**config.mk**
```make
export PLATFORM = sky130hd
export DESIGN_NAME = integer_to_ascii_formatter
export DESIGN_NICKNAME = d
export VERILOG_FILES = /design/src/hdl/itaf_pkg.sv /design/src/hdl/itaf_bcd.sv /design/src/hdl/itaf_emit.sv /design/src/hdl/integer_to_ascii_formatter.sv
export VERILOG_INCLUDE_DIRS = /design/src /design/src/hdl
export SDC_FILE = /design/constraint.sdc
export NUM_CORES = 2
export LEC_CHECK = 0
export BUFFER_PORTS_ARGS = -buffer_cell sky130_fd_sc_hd__buf_2
export CAP_MARGIN = 20
export CORE_MARGIN = 1.5
export CORE_UTILIZATION = 52
export DETAILED_ROUTE_END_ITERATION = 10
export GPL_ROUTABILITY_DRIVEN = 0
export GPL_TIMING_DRIVEN = 0
export PLACE_DENSITY = 0.76
export RECOVER_POWER = 100
export SYNTH_ARGS = -nofsm -noshare
export SYNTH_HDL_FRONTEND = slang
export SYNTH_SLANG_ARGS = --single-unit
```
**constraint.sdc**
```tcl
create_clock -name clk -period 14.4 [get_ports clk]
set_input_delay 2.88 -clock clk [delete_from_list [all_inputs] [get_ports clk]]
set_output_delay 2.88 -clock clk [all_outputs]
set_load 0.03 [all_outputs]
```
**src/hdl/integer_to_ascii_formatter_macros.svh**
```systemverilog
// Assertion helpers for the integer to ASCII formatter
`ifndef INTEGER_TO_ASCII_FORMATTER_MACROS_SVH
`define INTEGER_TO_ASCII_FORMATTER_MACROS_SVH
`ifndef SYNTHESIS
`define ITAF_ASSERT(label, clk_s, rst_s, prop) \
  label: assert property (@(posedge clk_s) disable iff (rst_s) prop) else $error("%m failed");
`define ITAF_ASSERT_NR(label, clk_s, prop) \
  label: assert property (@(posedge clk_s) prop) else $error("%m failed");
`else
`define ITAF_ASSERT(label, clk_s, rst_s, prop)
`define ITAF_ASSERT_NR(label, clk_s, prop)
`endif
`endif

```
**src/hdl/itaf_pkg.sv**
```systemverilog
`default_nettype none
package itaf_pkg;
  localparam logic [1:0] OP_UDEC = 2'd0;
  localparam logic [1:0] OP_SDEC = 2'd1;
  localparam logic [1:0] WC_8    = 2'd0;
  localparam logic [1:0] WC_16   = 2'd1;
  localparam logic [7:0] CH_ZERO   = 8'h30;
  localparam logic [7:0] CH_LETTER = 8'h41;
  localparam logic [7:0] CH_MINUS  = 8'h2D;
  localparam int NDIG = 10;

  // one decoded number: BCD digits or hex nibbles, least significant at index 0
  typedef struct packed {
    logic        hex;
    logic        neg;
    logic [39:0] digits;
    logic [3:0]  ndig;
  } num_t;

  function automatic logic [7:0] digit_char(input logic [3:0] d);
    digit_char = (d < 4'd10) ? (CH_ZERO + {4'd0, d}) : (CH_LETTER + {4'd0, d} - 8'd10);
  endfunction
endpackage
`default_nettype wire

```
**src/hdl/itaf_bcd.sv**
```systemverilog
`default_nettype none
`include "integer_to_ascii_formatter_macros.svh"
// Pipelined double-dabble: 32 shift steps, 4 per stage, 8 stages.
module itaf_bcd (
  input  wire logic        clk,
  input  wire logic        rst,
  input  wire logic        stall,
  input  wire logic        in_valid,
  input  wire logic        in_hex,
  input  wire logic        in_neg,
  input  wire logic [3:0]  in_ndig,
  input  wire logic [31:0] in_mag,
  output logic             out_valid,
  output itaf_pkg::num_t   out_num
);
  localparam int NST = 8;
  localparam int SPS = 4;

  logic [NST-1:0] vld;
  logic [71:0]    work [NST];
  logic           hexr [NST];
  logic           negr [NST];
  logic [3:0]     ndr  [NST];

  function automatic logic [71:0] dabble(input logic [71:0] w, input logic hex);
    logic [71:0] t;
    t = w;
    for (int s = 0; s < SPS; s++) begin
      if (!hex) begin
        for (int d = 0; d < 10; d++) begin
          if (t[32+4*d +: 4] >= 4'd5) t[32+4*d +: 4] = t[32+4*d +: 4] + 4'd3;
        end
      end
      t = {t[70:0], 1'b0};
    end
    dabble = t;
  endfunction

  always_ff @(posedge clk) begin
    if (rst) begin
      vld <= '0;
    end else if (!stall) begin
      vld <= {vld[NST-2:0], in_valid};
    end
  end

  always_ff @(posedge clk) begin
    if (!stall) begin
      work[0] <= dabble({40'd0, in_mag}, in_hex);
      hexr[0] <= in_hex;
      negr[0] <= in_neg;
      ndr[0]  <= in_ndig;
      for (int k = 1; k < NST; k++) begin
        work[k] <= dabble(work[k-1], hexr[k-1]);
        hexr[k] <= hexr[k-1];
        negr[k] <= negr[k-1];
        ndr[k]  <= ndr[k-1];
      end
    end
  end

  always_comb begin
    out_valid      = vld[NST-1];
    out_num.hex    = hexr[NST-1];
    out_num.neg    = negr[NST-1];
    out_num.digits = work[NST-1][71:32];
    out_num.ndig   = ndr[NST-1];
  end

  `ITAF_ASSERT(a_hold, clk, rst, stall |=> out_valid == $past(out_valid))
  `ITAF_ASSERT_NR(a_rst, clk, rst |=> !out_valid)
  `ITAF_ASSERT(a_ndig, clk, rst, out_valid && out_num.hex |-> out_num.ndig <= 4'd8)
endmodule
`default_nettype wire

```
**src/hdl/itaf_emit.sv**
```systemverilog
`default_nettype none
`include "integer_to_ascii_formatter_macros.svh"
// Character sequencer: holds one number and sends its characters one a cycle while out_stall is low.
module itaf_emit (
  input  wire logic           clk,
  input  wire logic           rst,
  input  wire logic           in_valid,
  output logic                in_stall,
  input  wire itaf_pkg::num_t in_num,
  output logic                out_valid,
  input  wire logic           out_stall,
  output logic [7:0]          character,
  output logic                is_last,
  output logic [3:0]          char_count
);
  logic           busy;
  itaf_pkg::num_t num;
  logic [3:0]     pos;
  logic [3:0]     total;
  logic           minus_pend;
  logic [3:0]     lead;
  logic [3:0]     cnt;
  logic [3:0]     cur_d;
  logic           fin;

  // count of significant decimal digits, or the fixed digit count in hex
  always_comb begin
    lead = 4'd1;
    for (int d = 0; d < 10; d++) begin
      if (in_num.digits[4*d +: 4] != 4'd0) lead = 4'(d + 1);
    end
    cnt = in_num.hex ? in_num.ndig : lead;
  end

  assign cur_d     = num.digits[4*pos +: 4];
  assign fin       = !minus_pend && pos == 4'd0;
  assign out_valid = busy;
  assign in_stall  = busy && !(fin && !out_stall);
  assign character = minus_pend ? itaf_pkg::CH_MINUS : itaf_pkg::digit_char(cur_d);
  assign is_last   = fin;
  assign char_count = fin ? total : 4'd0;

  always_ff @(posedge clk) begin
    if (rst) begin
      busy <= 1'b0;
    end else if (!in_stall) begin
      busy <= in_valid;
    end
  end

  always_ff @(posedge clk) begin
    if (!in_stall && in_valid) begin
      num        <= in_num;
      pos        <= cnt - 4'd1;
      minus_pend <= in_num.neg;
      total      <= cnt + {3'd0, in_num.neg};
    end else if (busy && !out_stall) begin
      if (minus_pend) minus_pend <= 1'b0;
      else pos <= pos - 4'd1;
    end
  end

  `ITAF_ASSERT(a_stable, clk, rst, out_valid && out_stall |=> out_valid && $stable(character))
  `ITAF_ASSERT(a_cnt, clk, rst, out_valid && is_last |-> char_count != 4'd0)
  `ITAF_ASSERT(a_mid, clk, rst, out_valid && !is_last |-> char_count == 4'd0)
endmodule
`default_nettype wire

```
**src/hdl/integer_to_ascii_formatter.sv**
```systemverilog
// A number passes the input register and the BCD pipeline; one character
// per cycle then leaves while out_stall is low, 1 to 11 per number. The
// single character sequencer at the output sets the pace and takes a new
// number with the last character; the BCD pipeline overlaps numbers.
// Reset: synchronous active-high rst empties all stages; no tables to clear.
`default_nettype none
`include "integer_to_ascii_formatter_macros.svh"
module integer_to_ascii_formatter (
  input  wire logic        clk,
  input  wire logic        rst,
  input  wire logic        in_valid,
  output logic             in_stall,
  input  wire logic [1:0]  operation,
  input  wire logic [1:0]  width_code,
  input  wire logic [31:0] value,
  output logic             out_valid,
  input  wire logic        out_stall,
  output logic [7:0]       character,
  output logic             is_last,
  output logic [3:0]       char_count
);
  // stage 0: mask to width, form magnitude, register
  logic        s0_valid;
  logic        s0_hex;
  logic        s0_neg;
  logic [3:0]  s0_ndig;
  logic [31:0] s0_mag;
  logic        pipe_stall;
  logic        emit_stall;
  logic        bcd_valid;
  itaf_pkg::num_t bcd_num;

  logic [31:0] v_m;
  logic        sgn;
  logic        hex_c;
  logic [31:0] mag_c;
  logic [31:0] hex_al;

  always_comb begin
    hex_c = operation[1];
    case (width_code)
      itaf_pkg::WC_8:  begin v_m = {24'd0, value[7:0]};  sgn = value[7];  end
      itaf_pkg::WC_16: begin v_m = {16'd0, value[15:0]}; sgn = value[15]; end
      default:         begin v_m = value;                sgn = value[31]; end
    endcase
    sgn   = sgn && operation == itaf_pkg::OP_SDEC;
    mag_c = v_m;
    if (sgn) begin
      case (width_code)
        itaf_pkg::WC_8:  mag_c = {24'd0, 8'(~value[7:0] + 8'd1)};
        itaf_pkg::WC_16: mag_c = {16'd0, 16'(~value[15:0] + 16'd1)};
        default:         mag_c = ~value + 32'd1;
      endcase
      if (mag_c == 32'd0) mag_c = v_m;
    end
    // hex nibbles land in the 8 low digit slots after 32 shifts
    hex_al = v_m;
  end

  assign pipe_stall = bcd_valid && emit_stall;
  assign in_stall   = pipe_stall;

  always_ff @(posedge clk) begin
    if (rst) begin
      s0_valid <= 1'b0;
    end else if (!pipe_stall) begin
      s0_valid <= in_valid;
    end
  end

  always_ff @(posedge clk) begin
    if (!pipe_stall) begin
      s0_hex  <= hex_c;
      s0_neg  <= sgn;
      s0_mag  <= hex_c ? hex_al : mag_c;
      case (width_code)
        itaf_pkg::WC_8:  s0_ndig <= 4'd2;
        itaf_pkg::WC_16: s0_ndig <= 4'd4;
        default:         s0_ndig <= 4'd8;
      endcase
    end
  end

  itaf_bcd u_bcd (
    .clk(clk), .rst(rst), .stall(pipe_stall),
    .in_valid(s0_valid), .in_hex(s0_hex), .in_neg(s0_neg),
    .in_ndig(s0_ndig), .in_mag(s0_mag),
    .out_valid(bcd_valid), .out_num(bcd_num)
  );

  itaf_emit u_emit (
    .clk(clk), .rst(rst),
    .in_valid(bcd_valid), .in_stall(emit_stall), .in_num(bcd_num),
    .out_valid(out_valid), .out_stall(out_stall),
    .character(character), .is_last(is_last), .char_count(char_count)
  );

  // a stalled output transaction keeps its flag and count
  `ITAF_ASSERT(a_out_hold, clk, rst, out_valid && out_stall |=> out_valid && $stable(is_last) && $stable(char_count))
  `ITAF_ASSERT(a_max, clk, rst, out_valid |-> char_count <= 4'd11)
  `ITAF_ASSERT(a_in_hold, clk, rst, in_stall |-> bcd_valid)
endmodule
`default_nettype wire

```
==> reports/qor.yml <==
clock_network:
  clock-root-buffer: "clkbuf_16"
  numCtsBuffers: 46
  cts_tree: "built"
  clk_pin_slew_worst_paths_ps: 60
  ctsHtreeMaxLevel: 2
  ctsResizeCount: 0
  postCtsSetupRepairBufs: 0
  cts_buffer_depth: 3
  hold_buffers: 0
  clk_latency_ps: 610
  cts.sinks: 433
yosys:
  synth_compound_area_share_pct: 23.7
  synth_top_family_by_area: "compound AO/OA/AOI/OAI gates"
  synth_top_area_cell: "edfxtp_1"
  synth_nets: 4104
  synth-simple-area-share_pct: 19.0
  async_flop_share_pct: 0
  yosys.area.top_type_share_pct: 36.4
  synthCells: 3877
  synth.avg_cell_area_um2: 8.99
  synthAdderAreaFrac_pct: 6.77
  syn_area_um2: 34900
  synthDistinctLibCells: 108
  synthMuxAreaShare_pct: 5.44
  synth_xor_area_share_pct: 3.74
  ys_warn_count: 0
  synth_seq_cells: 433
  synth_flop_cell: "edfxtp_1"
  synth_edf_count: 423
  ys_seq_area_share_pct: 37.0
  synth_area_leaders: "edfxtp_1 36%, ha_1 6.7%, a21oi_1 4.1%"
sta:
  fin_crit_sh_pct: 71.2
  tightest_slew_ps: 4450
  setup_tns_ps: 0
  fmax_mhz: 97.5
  period_needed_ps: 10260
  slew_headroom_pct: -196
  clock_skew_ps: 25.1
  hold_slack_ps: 410
  setup_viol: 0
  slew_viol_final: 217
  rsz0062_at_grt: "no"
  hold_violations: 0
global_route:
  gr-usage-met1_pct: 31.6
  antenna_found_initial: 1
  grt_usage_pct: 22.0
  use_met3_pct: 2.70
  grt_pass1_vias: 26566
  grtUsageMet2_pct: 35.6
  grt_overflow: 0
  grt_first_pass_wirelength_um: 127000
  top_usage_layer: "met2"
  grt_max_degree: 118
cells_and_area:
  nets: 4204
  area_growth_pct: 8.51
  final_layout_size_suffix_gt1_share_pct: 6.90
  fill_cells: 5741
hold_path:
  whs_path_depth: 0
  hp-start: "u_bcd.work[0][160]"
  hold_end: "u_bcd.work[0][232]"
  hp-class: "flop to flop"
pwr:
  irDropWorstVdd_uv: 141
  leakage_nw: 14.7
  p_per_area_nw_per_um2: 242
  total_power_w: 0.00914
routing:
  first_pass_iters: 6
  ant_nets: 0
  avgViaCountPerCell: 6.13
  drc: 0
  routed_wl_um: 77800
  wire_per_inst_um: 15.9
  vias: 29912
  drtIter0Drc: 2597
die:
  die-area_um2: 68600
  initial_core_util_pct: 52.7
  die_w_um: 262
  core.rowCount: 94
  die_h_um: 262
  pin_count: 55
  core-area_um2: 66100
setup_path:
  rr_endpoint: "u_bcd.work[0][90]"
  reg2reg_depth: 7
  worstPathMaxFanout: 99
  path_class: "input port to flop"
  arrival_ps: 10480
  reg2reg_from: "u_emit.pos[2]"
  critPathRequiredTime_ps: 14630
  r2r_slack_ps: 5260
  worst_setup_path_start_kind: "input port"
  worstSetupEndpointType: "flop"
placed_design:
  dp.final_hpwl_um: 58000
  portBuffers: 49
run:
  drv_cap: 3
status:
  violations: "max-capacitance violations, max-slew violations"
  status: "complete, but fails checks"
per-stage QoR:
stage	instance area [µm²]	setup WS, ps	std cells	util, %
global placement	36200	3580	4790	54.7
floorplan	34900	5650	3877	-
detailed placement	36300	6670	4793	54.9
global route	37800	3270	4878	57.2
CTS	37900	6590	4878	57.4
finish	37800	4140	4879	57.2
cells in the mapped netlist (all sizes together), types with 33 or more instances:
library cell and count:
nor3 119, clkbuf 98, buf 39, nand2b 86, nand3 101, mux2 60, xor2 52, ha 187
mux2i 104, a31oi 66, a21o 71, or3 40, o21a 38, inv 255, a21oi 289, nor2 342
xnor2 97, and2 73, o211ai 33, o21ai 295, nor2b 71, o31ai 42, edfxtp 423, a211oi 47
nand2 260
state kept, by name, indices dropped and copies added, names as in the netlist:
signal and count:
u_bcd.hexr 8, s0_mag 32, u_bcd.negr 8, s0_neg 1, u_bcd.work 297, u_emit.minus_pend 1, u_emit.pos 4, s0_ndig 3
u_emit.total 4, u_emit.num 40, u_bcd.vld 8, u_bcd.ndr 24, u_emit.out_valid 1, s0_hex 1, s0_valid 1
placed cells by master (no fill, tap or decap), drive strengths merged, types with 27 or more instances in the layout:
| cell | netlist | layout |
|---|---|---|
| a31oi | 66 | 66 |
| nor2 | 342 | 342 |
| o211ai | 33 | 33 |
| inv | 255 | 257 |
| nor2b | 71 | 71 |
| ha | 187 | 187 |
| mux2 | 60 | 60 |
| nand2b | 86 | 86 |
| or3 | 40 | 40 |
| xor2 | 52 | 52 |
| a211oi | 47 | 47 |
| a21o | 71 | 71 |
| clkbuf | 98 | 191 |
| o21a | 38 | 38 |
| mux2i | 104 | 104 |
| xnor2 | 97 | 97 |
| and2 | 73 | 73 |
| nor3 | 119 | 119 |
| o22ai | 31 | 31 |
| nand2 | 260 | 260 |
| a21oi | 289 | 289 |
| and3 | 27 | 27 |
| o21ai | 295 | 295 |
| buf | 39 | 50 |
| or2 | 31 | 31 |
| edfxtp | 423 | 423 |
| nand3 | 101 | 101 |
| o31ai | 42 | 42 |
critical path, cell delays in order:
cell and delay, ps:
clkbuf_1 80, o31ai_1 440, or2_2 220, clkbuf_1 3040, clkbuf_1 3300, buf_16 320
power by group:
group | total (W) | internal (W) | switching [W]
sequential | 0.00206 | 0.00184 | 0.000223
clock | 0.00129 | 0.000761 | 0.000525
combinational | 0.00579 | 0.00239 | 0.00340
worst max-delay path by stage:
stage                          start            endpoint  slack, ps  depth (start not counted)
global placement           out_stall  u_bcd.work[0][167]       3580                          4
CTS                 u_bcd.hexr[1][0]  u_bcd.work[1][121]       6590                         30
detailed placement  u_bcd.hexr[1][0]  u_bcd.work[1][121]       6670                         30
finish                     out_stall   u_bcd.work[0][90]       4140                          6
floorplan                  out_stall        u_bcd.vld[7]       5650                          4
global route               out_stall   u_bcd.work[0][20]       3270                          6
metal layers:
| layer | vias to the layer above | share of wire, % |
|---|---|---|
| li1 | 14836 | - |
| met1 | 14166 | 47 |
| met2 | 817 | 45 |
| met3 | 91 | 6.0 |
| met4 | 2 | 1.6 |
| met5 | - | 0.017 |
area by class of cell:
type	count	area (µm²)	area share, %
antenna	1	2.50	0.00662
buffer	137	529	1.40
timing repair buffer	52	282	0.744
clock inverter	33	484	1.28
multi-input combinational	3050	20400	53.9
tap	864	1080	2.86
inverter	257	965	2.55
sequential	433	12900	34.1
clock buffer	52	1170	3.10
kinds of logic (layout without fill, tap and decap cells):
family	count (synthesis)	count (layout)
and+or+nand+nor	1293	1293
AOI/OAI and AO/OA	1246	1246
DFF	433	433
buffers and inverters	394	531
adders and majority gates	189	189
muxes	172	172
xor gates and xnor gates	149	149
other	1	2
No activity file was read; power rests on OpenSTA's default activity.
